## src/rtl/fdlm_pkg.sv

```systemverilog
// Fault debounce latch manager: shared types, operation codes and the fault rule table.
// No dependencies; used by the top level through scoped names.
`default_nettype none

package fdlm_pkg;

  localparam int TABLE_ROWS = 15;
  localparam int MAX_FAULTS = 64;

  localparam logic [1:0] OP_REPORT = 2'd0;
  localparam logic [1:0] OP_ACK    = 2'd1;
  localparam logic [1:0] OP_BEGIN  = 2'd2;

  localparam logic [2:0] SEV_INFO     = 3'd0;
  localparam logic [2:0] SEV_WARN     = 3'd1;
  localparam logic [2:0] SEV_DERATE   = 3'd2;
  localparam logic [2:0] SEV_LIMP     = 3'd3;
  localparam logic [2:0] SEV_CRITICAL = 3'd4;

  typedef struct packed {
    logic [2:0]  severity;
    logic [15:0] debounce;
    logic [15:0] heal;
    logic        latching;
  } rule_t;

  // Rows past the table: info, zero debounce, zero heal, not latching.
  function automatic rule_t rule_of(input logic [5:0] idx);
    rule_t r;
    begin
      r = '{SEV_INFO, 16'd0, 16'd0, 1'b0};
      case (idx)
        6'd0:    r = '{SEV_CRITICAL, 16'd0,   16'd0,    1'b0};
        6'd1:    r = '{SEV_CRITICAL, 16'd20,  16'd500,  1'b0};
        6'd2:    r = '{SEV_LIMP,     16'd0,   16'd0,    1'b0};
        6'd3:    r = '{SEV_WARN,     16'd50,  16'd500,  1'b0};
        6'd4:    r = '{SEV_CRITICAL, 16'd0,   16'd0,    1'b1};
        6'd5:    r = '{SEV_CRITICAL, 16'd0,   16'd0,    1'b1};
        6'd6:    r = '{SEV_CRITICAL, 16'd100, 16'd1000, 1'b0};
        6'd7:    r = '{SEV_CRITICAL, 16'd50,  16'd1000, 1'b1};
        6'd8:    r = '{SEV_CRITICAL, 16'd100, 16'd1000, 1'b0};
        6'd9:    r = '{SEV_CRITICAL, 16'd50,  16'd1000, 1'b1};
        6'd10:   r = '{SEV_DERATE,   16'd200, 16'd2000, 1'b0};
        6'd11:   r = '{SEV_DERATE,   16'd500, 16'd5000, 1'b0};
        6'd12:   r = '{SEV_DERATE,   16'd500, 16'd5000, 1'b0};
        6'd13:   r = '{SEV_LIMP,     16'd50,  16'd500,  1'b0};
        6'd14:   r = '{SEV_CRITICAL, 16'd100, 16'd1000, 1'b0};
        default: r = '{SEV_INFO, 16'd0, 16'd0, 1'b0};
      endcase
      return r;
    end
  endfunction

  // Mask of latching faults, one bit per fault.
  function automatic logic [MAX_FAULTS-1:0] latch_mask();
    logic [MAX_FAULTS-1:0] m;
    rule_t r;
    begin
      m = '0;
      for (int i = 0; i < MAX_FAULTS; i++) begin
        r = rule_of(6'(i));
        m[i] = r.latching;
      end
      return m;
    end
  endfunction

  // Mask of faults carrying the given severity.
  function automatic logic [MAX_FAULTS-1:0] sev_mask(input logic [2:0] sev);
    logic [MAX_FAULTS-1:0] m;
    rule_t r;
    begin
      m = '0;
      for (int i = 0; i < MAX_FAULTS; i++) begin
        r = rule_of(6'(i));
        m[i] = (r.severity == sev);
      end
      return m;
    end
  endfunction

endpackage

`default_nettype wire

```

## src/rtl/fdlm_timer_store.sv

```systemverilog
// Fault debounce latch manager: per-fault timer memory (present and absent timers).
// One synchronous RAM with registered read; per-entry valid bits make unwritten entries read zero.
`default_nettype none

module fdlm_timer_store #(
  parameter int NUM_FAULTS = 15,
  parameter int TIMER_BITS = 16,
  parameter int ADDR_W     = 4
) (
  input  wire logic                  clk,
  input  wire logic                  rst,
  input  wire logic                  rd_en,
  input  wire logic [ADDR_W-1:0]     rd_addr,
  input  wire logic                  wr_en,
  input  wire logic [ADDR_W-1:0]     wr_addr,
  input  wire logic [TIMER_BITS-1:0] wr_present,
  input  wire logic [TIMER_BITS-1:0] wr_absent,
  output logic      [TIMER_BITS-1:0] rd_present,
  output logic      [TIMER_BITS-1:0] rd_absent
);

  logic [2*TIMER_BITS-1:0] mem [NUM_FAULTS];
  logic [NUM_FAULTS-1:0]   written;
  logic [2*TIMER_BITS-1:0] rd_data;
  logic                    rd_ok;

  always_ff @(posedge clk) begin
    if (wr_en) begin
      mem[wr_addr] <= {wr_present, wr_absent};
    end
    if (rd_en) begin
      rd_data <= mem[rd_addr];
    end
  end

  always_ff @(posedge clk) begin
    if (rst) begin
      written <= '0;
      rd_ok   <= 1'b0;
    end else begin
      if (wr_en) begin
        written[wr_addr] <= 1'b1;
      end
      if (rd_en) begin
        rd_ok <= written[rd_addr];
      end
    end
  end

  // never-written entry reads as its reset value of zero
  assign rd_present = rd_ok ? rd_data[2*TIMER_BITS-1:TIMER_BITS] : '0;
  assign rd_absent  = rd_ok ? rd_data[TIMER_BITS-1:0] : '0;

endmodule

`default_nettype wire

```

## src/rtl/fault_debounce_latch_manager.sv

```systemverilog
// Debounced fault manager with latching: top level.
// Timing: the timer RAM is read when a word is accepted, and the modify step (S_RMW) loads
// the result word into the output registers when it advances, which a stalled output holds.
// No word is accepted during the timer RAM read-modify-write (req_stall is high); the next
// word is taken while a result still waits, and the update holds while the output is stalled.
// Reset (rst, synchronous): internal fault masks cleared, all timers read as zero, no result pending.
`default_nettype none

module fault_debounce_latch_manager #(
  parameter int NUM_FAULTS = 15,
  parameter int TIMER_BITS = 16
) (
  input  wire logic        clk,
  input  wire logic        rst,
  // request channel
  input  wire logic        req_valid,
  output logic             req_stall,
  input  wire logic [1:0]  operation,
  input  wire logic [3:0]  fault_index,
  input  wire logic        condition_present,
  input  wire logic [15:0] elapsed_ms,
  // response channel
  output logic             rsp_valid,
  input  wire logic        rsp_stall,
  output logic [14:0]      active_mask,
  output logic [14:0]      set_mask,
  output logic [14:0]      cleared_mask,
  output logic [2:0]       worst_severity
);

  localparam int ADDR_W = (NUM_FAULTS > 1) ? $clog2(NUM_FAULTS) : 1;
  // sum wide enough for timer plus a 16-bit step, and for the 16-bit table thresholds
  localparam int SUM_W  = ((TIMER_BITS > 16) ? TIMER_BITS : 16) + 1;
  localparam logic [SUM_W-1:0] TMAX =
    {{(SUM_W-TIMER_BITS){1'b0}}, {TIMER_BITS{1'b1}}};
  localparam logic [NUM_FAULTS-1:0] ONE_HOT0 = NUM_FAULTS'(1);

  localparam logic [NUM_FAULTS-1:0] LATCH_M =
    NUM_FAULTS'(fdlm_pkg::latch_mask());
  localparam logic [NUM_FAULTS-1:0] SEV1_M =
    NUM_FAULTS'(fdlm_pkg::sev_mask(fdlm_pkg::SEV_WARN));
  localparam logic [NUM_FAULTS-1:0] SEV2_M =
    NUM_FAULTS'(fdlm_pkg::sev_mask(fdlm_pkg::SEV_DERATE));
  localparam logic [NUM_FAULTS-1:0] SEV3_M =
    NUM_FAULTS'(fdlm_pkg::sev_mask(fdlm_pkg::SEV_LIMP));
  localparam logic [NUM_FAULTS-1:0] SEV4_M =
    NUM_FAULTS'(fdlm_pkg::sev_mask(fdlm_pkg::SEV_CRITICAL));

  typedef enum logic {S_IDLE, S_RMW} state_t;

  state_t state;

  // captured request word
  logic [1:0]        op;
  logic [ADDR_W-1:0] addr;
  logic [5:0]        idx6;
  logic              rep_ok;
  logic              present;
  logic [15:0]       dt;

  // fault state kept in flops
  logic [NUM_FAULTS-1:0] active;
  logic [NUM_FAULTS-1:0] nset;
  logic [NUM_FAULTS-1:0] nclr;
  logic [NUM_FAULTS-1:0] pzero;   // present timer is zero, per fault

  logic accept;
  logic advance;
  logic [6:0]        in_idx7;
  logic              in_rep_ok;
  logic [ADDR_W-1:0] in_addr;

  logic [TIMER_BITS-1:0] rd_present;
  logic [TIMER_BITS-1:0] rd_absent;
  logic [TIMER_BITS-1:0] wr_present;
  logic [TIMER_BITS-1:0] wr_absent;
  logic                  wr_en;

  fdlm_pkg::rule_t       rule;
  logic [SUM_W-1:0]      sum_p;
  logic [SUM_W-1:0]      sum_a;
  logic [TIMER_BITS-1:0] sat_p;
  logic [TIMER_BITS-1:0] sat_a;
  logic [NUM_FAULTS-1:0] bit_sel;
  logic                  do_set;
  logic                  do_heal;
  logic [NUM_FAULTS-1:0] ack_clr;

  logic [NUM_FAULTS-1:0] active_next;
  logic [NUM_FAULTS-1:0] nset_next;
  logic [NUM_FAULTS-1:0] nclr_next;
  logic [NUM_FAULTS-1:0] pzero_next;
  logic [2:0]            worst_next;
  logic [63:0]           act64;
  logic [63:0]           set64;
  logic [63:0]           clr64;

  assign req_stall = (state != S_IDLE);
  assign accept    = req_valid && !req_stall;
  // result leaves the modify step only when the output register is free or being emptied
  assign advance   = (state == S_RMW) && (!rsp_valid || !rsp_stall);

  assign in_idx7   = {3'b000, fault_index};
  assign in_rep_ok = (operation == fdlm_pkg::OP_REPORT) && (in_idx7 < 7'(NUM_FAULTS));
  assign in_addr   = ADDR_W'(in_idx7);

  fdlm_timer_store #(
    .NUM_FAULTS (NUM_FAULTS),
    .TIMER_BITS (TIMER_BITS),
    .ADDR_W     (ADDR_W)
  ) u_store (
    .clk        (clk),
    .rst        (rst),
    .rd_en      (accept && in_rep_ok),
    .rd_addr    (in_addr),
    .wr_en      (wr_en),
    .wr_addr    (addr),
    .wr_present (wr_present),
    .wr_absent  (wr_absent),
    .rd_present (rd_present),
    .rd_absent  (rd_absent)
  );

  // modify step: saturating timer update and set / heal decision
  always_comb begin
    rule    = fdlm_pkg::rule_of(idx6);
    sum_p   = SUM_W'(rd_present) + SUM_W'(dt);
    sum_a   = SUM_W'(rd_absent) + SUM_W'(dt);
    sat_p   = (sum_p > TMAX) ? TMAX[TIMER_BITS-1:0] : sum_p[TIMER_BITS-1:0];
    sat_a   = (sum_a > TMAX) ? TMAX[TIMER_BITS-1:0] : sum_a[TIMER_BITS-1:0];
    bit_sel = ONE_HOT0 << addr;

    wr_present = present ? sat_p : '0;
    wr_absent  = present ? '0 : sat_a;
    wr_en      = advance && rep_ok;

    do_set  = present && ((active & bit_sel) == '0) &&
              (SUM_W'(sat_p) >= SUM_W'(rule.debounce));
    do_heal = !present && ((active & bit_sel) != '0) && !rule.latching &&
              (SUM_W'(sat_a) >= SUM_W'(rule.heal));

    // acknowledge: active latched faults whose present timer is zero
    ack_clr = active & LATCH_M & pzero;

    active_next = active;
    nset_next   = nset;
    nclr_next   = nclr;
    pzero_next  = pzero;
    case (op)
      fdlm_pkg::OP_REPORT: begin
        if (rep_ok) begin
          if (present) begin
            pzero_next = (sat_p == '0) ? (pzero | bit_sel) : (pzero & ~bit_sel);
          end else begin
            pzero_next = pzero | bit_sel;
          end
          if (do_set) begin
            active_next = active | bit_sel;
            nset_next   = nset | bit_sel;
          end
          if (do_heal) begin
            active_next = active & ~bit_sel;
            nclr_next   = nclr | bit_sel;
          end
        end
      end
      fdlm_pkg::OP_ACK: begin
        active_next = active & ~ack_clr;
        nclr_next   = nclr | ack_clr;
      end
      fdlm_pkg::OP_BEGIN: begin
        nset_next = '0;
        nclr_next = '0;
      end
      default: begin
        // unused code: state untouched, result shows current state
      end
    endcase

    if ((active_next & SEV4_M) != '0) begin
      worst_next = fdlm_pkg::SEV_CRITICAL;
    end else if ((active_next & SEV3_M) != '0) begin
      worst_next = fdlm_pkg::SEV_LIMP;
    end else if ((active_next & SEV2_M) != '0) begin
      worst_next = fdlm_pkg::SEV_DERATE;
    end else if ((active_next & SEV1_M) != '0) begin
      worst_next = fdlm_pkg::SEV_WARN;
    end else begin
      worst_next = fdlm_pkg::SEV_INFO;
    end

    act64 = 64'(active_next);
    set64 = 64'(nset_next);
    clr64 = 64'(nclr_next);
  end

  always_ff @(posedge clk) begin
    if (rst) begin
      state     <= S_IDLE;
      rsp_valid <= 1'b0;
      active    <= '0;
      nset      <= '0;
      nclr      <= '0;
      pzero     <= '1;
    end else begin
      // a new result word loads, or the waiting one stays until taken
      rsp_valid <= advance || (rsp_valid && rsp_stall);
      case (state)
        S_IDLE: begin
          if (accept) begin
            state <= S_RMW;
          end
        end
        S_RMW: begin
          if (advance) begin
            state          <= S_IDLE;
            active         <= active_next;
            nset           <= nset_next;
            nclr           <= nclr_next;
            pzero          <= pzero_next;
            active_mask    <= act64[14:0];
            set_mask       <= set64[14:0];
            cleared_mask   <= clr64[14:0];
            worst_severity <= worst_next;
          end
        end
        default: begin
          state <= S_IDLE;
        end
      endcase
    end
  end

  // payload registers: request capture
  always_ff @(posedge clk) begin
    if (accept) begin
      op      <= operation;
      addr    <= in_addr;
      idx6    <= in_idx7[5:0];
      rep_ok  <= in_rep_ok;
      present <= condition_present;
      dt      <= elapsed_ms;
    end
  end

endmodule

`default_nettype wire

```

## config.mk

```make
export PLATFORM = sky130hd
export DESIGN_NAME = fault_debounce_latch_manager
export DESIGN_NICKNAME = d
export VERILOG_FILES = /design/src/rtl/fdlm_pkg.sv /design/src/rtl/fdlm_timer_store.sv /design/src/rtl/fault_debounce_latch_manager.sv
export SDC_FILE = /design/constraint.sdc
export NUM_CORES = 1
export LEC_CHECK = 0
export ABC_AREA = 1
export BUFFER_PORTS_ARGS = -buffer_cell sky130_fd_sc_hd__buf_2
export CORE_ASPECT_RATIO = 0.5
export CORE_UTILIZATION = 30
export DETAILED_ROUTE_END_ITERATION = 7
export PLACE_DENSITY = 0.56
export SYNTH_ARGS = -nofsm -noshare
export SYNTH_HDL_FRONTEND = slang
export SYNTH_SLANG_ARGS = --single-unit
export TNS_END_PERCENT = 100
```

## constraint.sdc

```tcl
create_clock -name clk -period 7.9 [get_ports clk]
set_clock_uncertainty 0.2 [all_clocks]
set_input_delay 0.79 -clock clk [delete_from_list [all_inputs] [get_ports clk]]
set_output_delay 0.79 -clock clk [all_outputs]
set_load 0.01 [all_outputs]
```

## After elaboration in Yosys (flattened, before gate mapping)

Memories as Yosys holds them, arrays and structs flattened. A register that Yosys moved wholly into a read port is not among the register bits.
Cells that the tools add are included.

| storage, ports and cells | value |
|---|---|
| RAM bits | 480 |
| word-level logic and storage cells | 108 |
| output and inout bits | 50 |
| register bits after elaboration | 150 |
| input bits | 27 |
| memory bits (read-only) | 352 |
| memories | 2 |

| operators by class | value |
|---|---|
| equality and inequality tests | 2 |
| shifts and indexed selects | 1 |
| reductions and logical operators | 30 |
| add/subtract/negate cells | 2 |
| magnitude comparators | 8 |
| multiplexer cells | 31 |
| bitwise logic cells | 15 |

Memory list:

| name | depth | width | rd ports | clocked after Yosys merged registers in | wr ports | RTL line | RTL |
|---|---|---|---|---|---|---|---|
| u_store.mem | 15 | 32 | 1 | 1 | 1 | fdlm_timer_store.sv:22 | `logic [2*TIMER_BITS-1:0] mem [NUM_FAULTS];` |
| (no name shown) | 16 | 22 | 1 | 1 | 0 | fdlm_pkg.sv:32 | `case (idx)` |

Operators with widths:

| operator | count |
|---|---|
| 2-to-1 mux 15 bit | 9 |
| 2-to-1 mux 16 bit | 6 |
| bitwise OR 15 bit | 6 |
| bitwise AND 15 bit | 4 |
| one-hot mux 15 bit (2 select lines) | 2 |
| nonzero test 15 bit | 4 |
| one-hot mux 15 bit (3 select lines) | 1 |
| adder 16 x 16 -> 17 bit | 2 |
| greater-than comparator 17 x 16 -> 1 bit (second input constant) | 2 |
| >= comparator 16 bit | 2 |
| inverter 15 bit | 2 |
| logical NOT 16 bit | 1 |
| bitwise AND 10 x 15 -> 15 bit | 1 |
| logical NOT 15 bit | 1 |
| left shift 1 x 4 -> 15 bit (first input constant) | 1 |
| logical AND 1 bit | 12 |
| < comparator 4 x 5 -> 1 bit (second input constant) | 2 |
| 2-to-1 mux 1 bit | 7 |
| logical NOT 1 bit | 5 |
| binary-select mux 1 bit (select 4 bit) | 1 |
| demux 1 bit (select 4 bit) | 1 |
| >= comparator 4 x 1 -> 1 bit (second input constant) | 1 |
| logical NOT 2 bit | 2 |
| < comparator 4 bit (second input constant) | 1 |
| other kinds (10) | 13 |

## Logic depth before layout (Yosys ltp)

| depth | value |
|---|---|
| depth in word-level cells | 13 |
| depth in mapped cells | 36 |
| mapped depth without buffers | 33 |

## Hierarchy

A second synthesis with hierarchy kept.

| unflattened totals | value |
|---|---|
| cells, all modules | 2855 |
| area, all modules | 29552.1 um^2 |

Modules (own cells, without submodules):

| module | cells each | area each (um^2) | sequential area each (um^2) | instances |
|---|---|---|---|---|
| fdlm_timer_store | 1664 | 20838.7 | 15695.1 | 1 |
| fault_debounce_latch_manager | 1191 | 8713.4 | 3503.4 | 1 |

## Worst setup path after synthesis

Ideal clock, no wire load.

| path | value |
|---|---|
| path kind | flip-flop to flip-flop |
| start point | register u_store.rd_ok |
| end point | register worst_severity[0], data pin |
| buffers on the path | 4 |
| library setup time | 0.253 ns |
| stages on the path, launching flop included | 33 |
| arrival | 3.830 ns |
| data required time | 7.447 ns |
| clock period less this slack | 4.283 ns |
| slack | 3.617 ns |
| cells stage by stage | dfxtp_1 -> clkbuf_1 -> clkbuf_1 -> nand2_1 -> inv_1 -> ha_1 -> inv_1 -> fa_1 -> inv_2 -> nand3_1 -> nand3_2 -> nand2_1 -> nand2_1 -> nand2_1 -> and2_1 -> buf_6 -> clkbuf_1 -> nand2_1 -> ha_1 -> a21oi_1 -> o21ai_0 -> a21oi_1 -> nand2_1 -> nand2_1 -> nand3_4 -> nand2_4 -> inv_4 -> nand2_1 -> o21ai_1 -> nand2_1 -> nand2_1 -> nor2_1 -> nor2_1 |

| between the ends | value |
|---|---|
| longest elaborated chain between the ends | 13 |
| elaborated cells between the ends (all ways) | 22 |
| classes of those cells | add/sub: 2; order compare: 4; mux: 11; reduce/logical: 5 |

RTL lines:

| what | RTL line | RTL |
|---|---|---|
| start: declaration | fdlm_timer_store.sv:25 | `logic rd_ok;` |
| start signal: assignment | fdlm_timer_store.sv:45 | `rd_ok <= written[rd_addr];` |
| 2-to-1 mux 16 bit | fdlm_timer_store.sv:51 | `assign rd_present = rd_ok ? rd_data[2*TIMER_BITS-1:TIMER_BITS] : '0;` |
| adder 16 x 16 -> 17 bit | fault_debounce_latch_manager.sv:127 | `sum_p = SUM_W'(rd_present) + SUM_W'(dt);` |
| greater-than comparator 17 x 16 -> 1 bit | fault_debounce_latch_manager.sv:129 | `sat_p = (sum_p > TMAX) ? TMAX[TIMER_BITS-1:0] : sum_p[TIMER_BITS-1:0];` |
| 2-to-1 mux 16 bit | fault_debounce_latch_manager.sv:129 |  |
| >= comparator 16 bit | fault_debounce_latch_manager.sv:138 | `(SUM_W'(sat_p) >= SUM_W'(rule.debounce));` |
| logical AND 1 bit | fault_debounce_latch_manager.sv:137 | `do_set = present && ((active & bit_sel) == '0) &&` |
| 2-to-1 mux 15 bit | fault_debounce_latch_manager.sv:157 | `if (do_set) begin` |
| 2-to-1 mux 15 bit (*) | fault_debounce_latch_manager.sv:161 | `if (do_heal) begin` |
| 2-to-1 mux 15 bit (*) | fault_debounce_latch_manager.sv:151 | `if (rep_ok) begin` |
| one-hot mux 15 bit (2 select lines) (*) | fault_debounce_latch_manager.sv:149 | `case (op)` |
| nonzero test 15 bit or 2-to-1 mux 1 bit (tied branches) | fault_debounce_latch_manager.sv:184, fault_debounce_latch_manager.sv:186 |  |
| 2-to-1 mux 2 bit | fault_debounce_latch_manager.sv:184 | `end else if ((active_next & SEV2_M) != '0) begin` |
| 2-to-1 mux 2 bit | fault_debounce_latch_manager.sv:182 | `end else if ((active_next & SEV3_M) != '0) begin` |
| end signal: assignment | fault_debounce_latch_manager.sv:224 | `worst_severity <= worst_next;` |
| end: declaration | fault_debounce_latch_manager.sv:28 | `output logic [2:0] worst_severity` |

Mark *: on every way between the ends. The rest lies on a longest branch, timed or not.
A chain may end at the register's enable or synchronous reset.

## Worst setup path after layout

| path | value |
|---|---|
| start point | register u_store.rd_ok |
| end point | register worst_severity[0], data pin |

| between the ends | value |
|---|---|
| elaborated cells between the ends (all ways) | 22 |
| classes of those cells | add/sub: 2; order compare: 4; mux: 11; reduce/logical: 5 |

RTL lines:

| what | RTL line | RTL |
|---|---|---|
| 2-to-1 mux 16 bit | fdlm_timer_store.sv:51 |  |
| adder 16 x 16 -> 17 bit | fault_debounce_latch_manager.sv:127 |  |
| greater-than comparator 17 x 16 -> 1 bit | fault_debounce_latch_manager.sv:129 |  |
| 2-to-1 mux 16 bit | fault_debounce_latch_manager.sv:129 |  |
| >= comparator 16 bit | fault_debounce_latch_manager.sv:138 |  |
| logical AND 1 bit | fault_debounce_latch_manager.sv:137 |  |
| 2-to-1 mux 15 bit | fault_debounce_latch_manager.sv:157 |  |
| 2-to-1 mux 15 bit (*) | fault_debounce_latch_manager.sv:161 |  |
| 2-to-1 mux 15 bit (*) | fault_debounce_latch_manager.sv:151 |  |
| one-hot mux 15 bit (2 select lines) (*) | fault_debounce_latch_manager.sv:149 |  |
| named net active_next[8] | fault_debounce_latch_manager.sv:89 | `logic [NUM_FAULTS-1:0] active_next;` |
| nonzero test 15 bit (*) | fault_debounce_latch_manager.sv:180 | `if ((active_next & SEV4_M) != '0) begin` |

The timed path passes the listed nets; every way through them passes the cells marked *.

==> impl_metrics.py <==
metrics = {
    "run_status": {
        "outcome": "finished clean",
    },
    "drt": {
        "vias_per_cell": 4.97,
        "drtIter0Drc": 1963,
        "dr_total_vias": 19900,
        "first_pass_iters": 5,
        "antenna_left": 0,
        "drt-total-wl_mm": 82.4,
        "post_drt_wl_per_cell_um": 20.6,
        "route.detailed.drc": 0,
    },
    "layout": {
        "drive_above_1_share_pct": 9.77,
        "multi_input_area_um2": 8160,
        "num_antenna_cells": 0,
        "fillers": 9309,
        "final_common_cell": "edfxtp_1",
        "mostFrequentLayoutCells": "edfxtp_1 (584), nand2_1 (526), inv_1 (255), nor2_1 (246), o21ai_0 (203)",
        "nets": 2780,
        "register_area_um2": 19200,
        "areaGrowthSynthToFinish_pct": 13.9,
    },
    "power": {
        "p_int_mw": 5.81,
        "pwr-share-comb_pct": 7.9,
        "seqPwrFrac_pct": 51.9,
        "p_switching_mw": 1.78,
        "leakagePower_nw": 12.4,
        "p_per_area_nw_per_um2": 232,
        "finalPower_mw": 7.59,
        "p_clk_share_pct": 40.2,
        "sw_frac_of_total_pct": 23.5,
        "peakVddDrop_mv": 0.140,
    },
    "clock_tree": {
        "cts_hold_buffers": 0,
        "cts_resized": 0,
        "post_cts_buffers": 0,
        "clk_latency_ns": 0.62,
        "h-tree-depth": 3,
        "clk_pin_slew_ns": 0.06,
        "tritoncts": "built",
        "numCtsBuffers": 67,
        "cts_sinks": 667,
        "cts_root_buffer": "clkbuf_16",
        "cts_buffer_depth": 3,
    },
    "yosys": {
        "synthXorXnorAreaFrac_pct": 0.518,
        "syn-num-nets": 2715,
        "synthAdderAreaFrac_pct": 2.62,
        "synth-compound-area-share_pct": 10.9,
        "synth_area_per_cell_um2": 10.9,
        "synthesis.area_um2": 28800,
        "synth_top_family_by_area": "simple AND/OR/NAND/NOR gates",
        "synthCells": 2629,
        "yosysWarningCount": 0,
        "netlist.area_leader.share_pct": 61.0,
        "synth_cell_types": 52,
        "synth_edf_count": 584,
        "yosysSeqAreaShare_pct": 66.8,
        "yosys-top-cells-area": "edfxtp_1 (61%), nand2_1 (6.9%), dfxtp_1 (5.8%)",
        "synth_mux_area_share_pct": 0,
        "yosys_most_used_dff": "edfxtp_1",
        "yosys.area.top_type": "edfxtp_1",
        "synth_seq_cells": 667,
        "yosys.area_share.simple_pct": 13.9,
        "synthArstFlopShare_pct": 0,
    },
    "floorplanning": {
        "initial_core_util_pct": 30.6,
        "core_um2": 93900,
        "die-area_um2": 97200,
        "fp-row-count": 79,
        "ios": 77,
        "die_width_um": 440,
        "die_h_um": 221,
    },
    "timing": {
        "final-max-slew-violation-count": 0,
        "rsz0062_at_grt": "no",
        "fmax_mhz": 179,
        "layout_min_cycle_time_ns": 5.60,
        "fin_ws_ns": 2.30,
        "fin_tns_setup_ns": 0,
        "hold_violations": 0,
        "tightestPinTransition_ns": 1.34,
        "slew_headroom_pct": 10.7,
        "finalSetupViolCount": 0,
        "period_share_pct": 70.9,
    },
    "setup_path": {
        "end_kind": "register",
        "worst-path-buf-inv": 7,
        "max_stage_delay_ns": 0.70,
        "cp-start-kind": "register",
        "crit_fanout": 21,
        "ff2ff_path_depth": 29,
        "crit_cells": 29,
        "cpLargestDelayFamily": "simple AND/OR/NAND/NOR gates",
        "crit_arrival_ns": 5.75,
        "critPathKind": "reg -> reg",
        "cp.required_ns": 8.05,
        "cp_common_cell": "nand2_1",
        "slowest_stage": "and2_1",
    },
    "placed_design": {
        "hpwl_mm": 48.2,
        "finalWeightedCongestion": 0.920,
        "port_buffers": 76,
        "pre_cts_slack_ns": 2.44,
    },
    "global_routing": {
        "grt_pass1_vias": 19000,
        "grt_usage_pct": 16.8,
        "grt_max_degree": 141,
        "grt_pass1_wl_mm": 123,
        "gr-total-overflow": 0,
        "antenna_found_initial": 0,
    },
    "hold_path": {
        "hold_depth": 1,
        "holdCritPathClass": "in -> reg",
    },
    "flow_run": {
        "maxCapViolations": 0,
    },
}
layer usage:
layer	GRT usage, %	vias to the layer above	share of wire, %
met5	0	-	0
met4	3.97	0	1.6
met3	2.37	95	5.1
met2	27.0	551	47
met1	23.7	9829	46
li1	-	9378	-
worst reg2reg max path: cells and delay by family (launching register included):
kind | cells | cell delay [ns]
AND/OR/NAND/NOR | 18 | 2.59
adder cells (fa/ha/maj) | 2 | 0.57
flip-flops | 1 | 0.62
buffers and inverters | 7 | 0.97
AO/OA/AOI/OAI | 2 | 0.39
power by group through the flow:
stage | clock, mW | combinational, mW | sequential (mW)
after detailed placement | 0 | 0.593 | 4.02
after global routing | 3.23 | 0.664 | 3.94
final | 3.05 | 0.596 | 3.94
after floorplan | 0 | 0.377 | 4.01
after global placement | 0 | 0.590 | 4.02
after CTS | 3.10 | 0.596 | 3.94
through the flow:
| stage | util, % | cells | area, µm² | hold slack [ns] |
|---|---|---|---|---|
| after global routing | 34.9 | 3998 | 32800 | 0.129 |
| after global placement | 32.7 | 3879 | 30700 | 0.245 |
| final | 34.9 | 3998 | 32800 | 0.148 |
| after floorplan | - | 2629 | 28800 | 0.220 |
| after detailed placement | 32.7 | 3879 | 30700 | 0.258 |
| after CTS | 34.9 | 3997 | 32800 | 0.121 |
path summary, 6_finish.rpt:
path | start | endpoint | slack (ns)
worst min-delay path | elapsed_ms[2] | dt[2] | 0.15
worst max-delay path | u_store.rd_ok | worst_severity[0] | 2.30
worst max register to register | u_store.rd_ok | worst_severity[0] | 2.30
worst min register to register | nclr[9] | nclr[9] | 0.26
synth_stat cells, types with 5 or more instances:
cell,instances
nand3_2,5
o2111ai_1,32
nor2_2,6
a221oi_1,29
inv_1,257
o221ai_1,37
dfxtp_1,83
nand3b_1,5
clkinv_1,5
nor3_1,10
buf_1,8
o21ai_1,6
nand3_1,107
a21oi_1,109
inv_2,12
xnor2_1,11
nand4_1,19
xor2_1,6
nor2_1,264
o21ai_0,203
nand2_2,7
clkbuf_1,114
ha_1,57
edfxtp_1,584
o22ai_1,74
nand2_1,527
kinds of logic after synthesis:
| group | Yosys count |
|---|---|
| simple gates | 967 |
| buf+inv | 401 |
| xor+xnor | 17 |
| flops | 667 |
| fa+ha+maj | 59 |
| compound gates | 518 |
flip-flops by register name, summed over array words and instances, names as in the netlist, 2 cells and up, named ones only:
register         count
u_store.mem        480
u_store.rd_data     32
dt                  16
rule                16
active              15
active_mask         15
cleared_mask        15
nclr                15
nset                15
set_mask            15
u_store.written     15
idx6                 4
worst_severity       3
op                   2
cell type report:
| class | count | area share (%) |
|---|---|---|
| flip-flops and latches | 667 | 58.6 |
| multi-input cells | 1561 | 24.9 |
| repair buffers | 121 | 2.25 |
| inverters | 276 | 3.19 |
| clock inverters | 26 | 0.707 |
| well taps | 1255 | 4.79 |
| clock buffers | 92 | 5.53 |
Note: power is estimated with default switching activity, not from simulation.
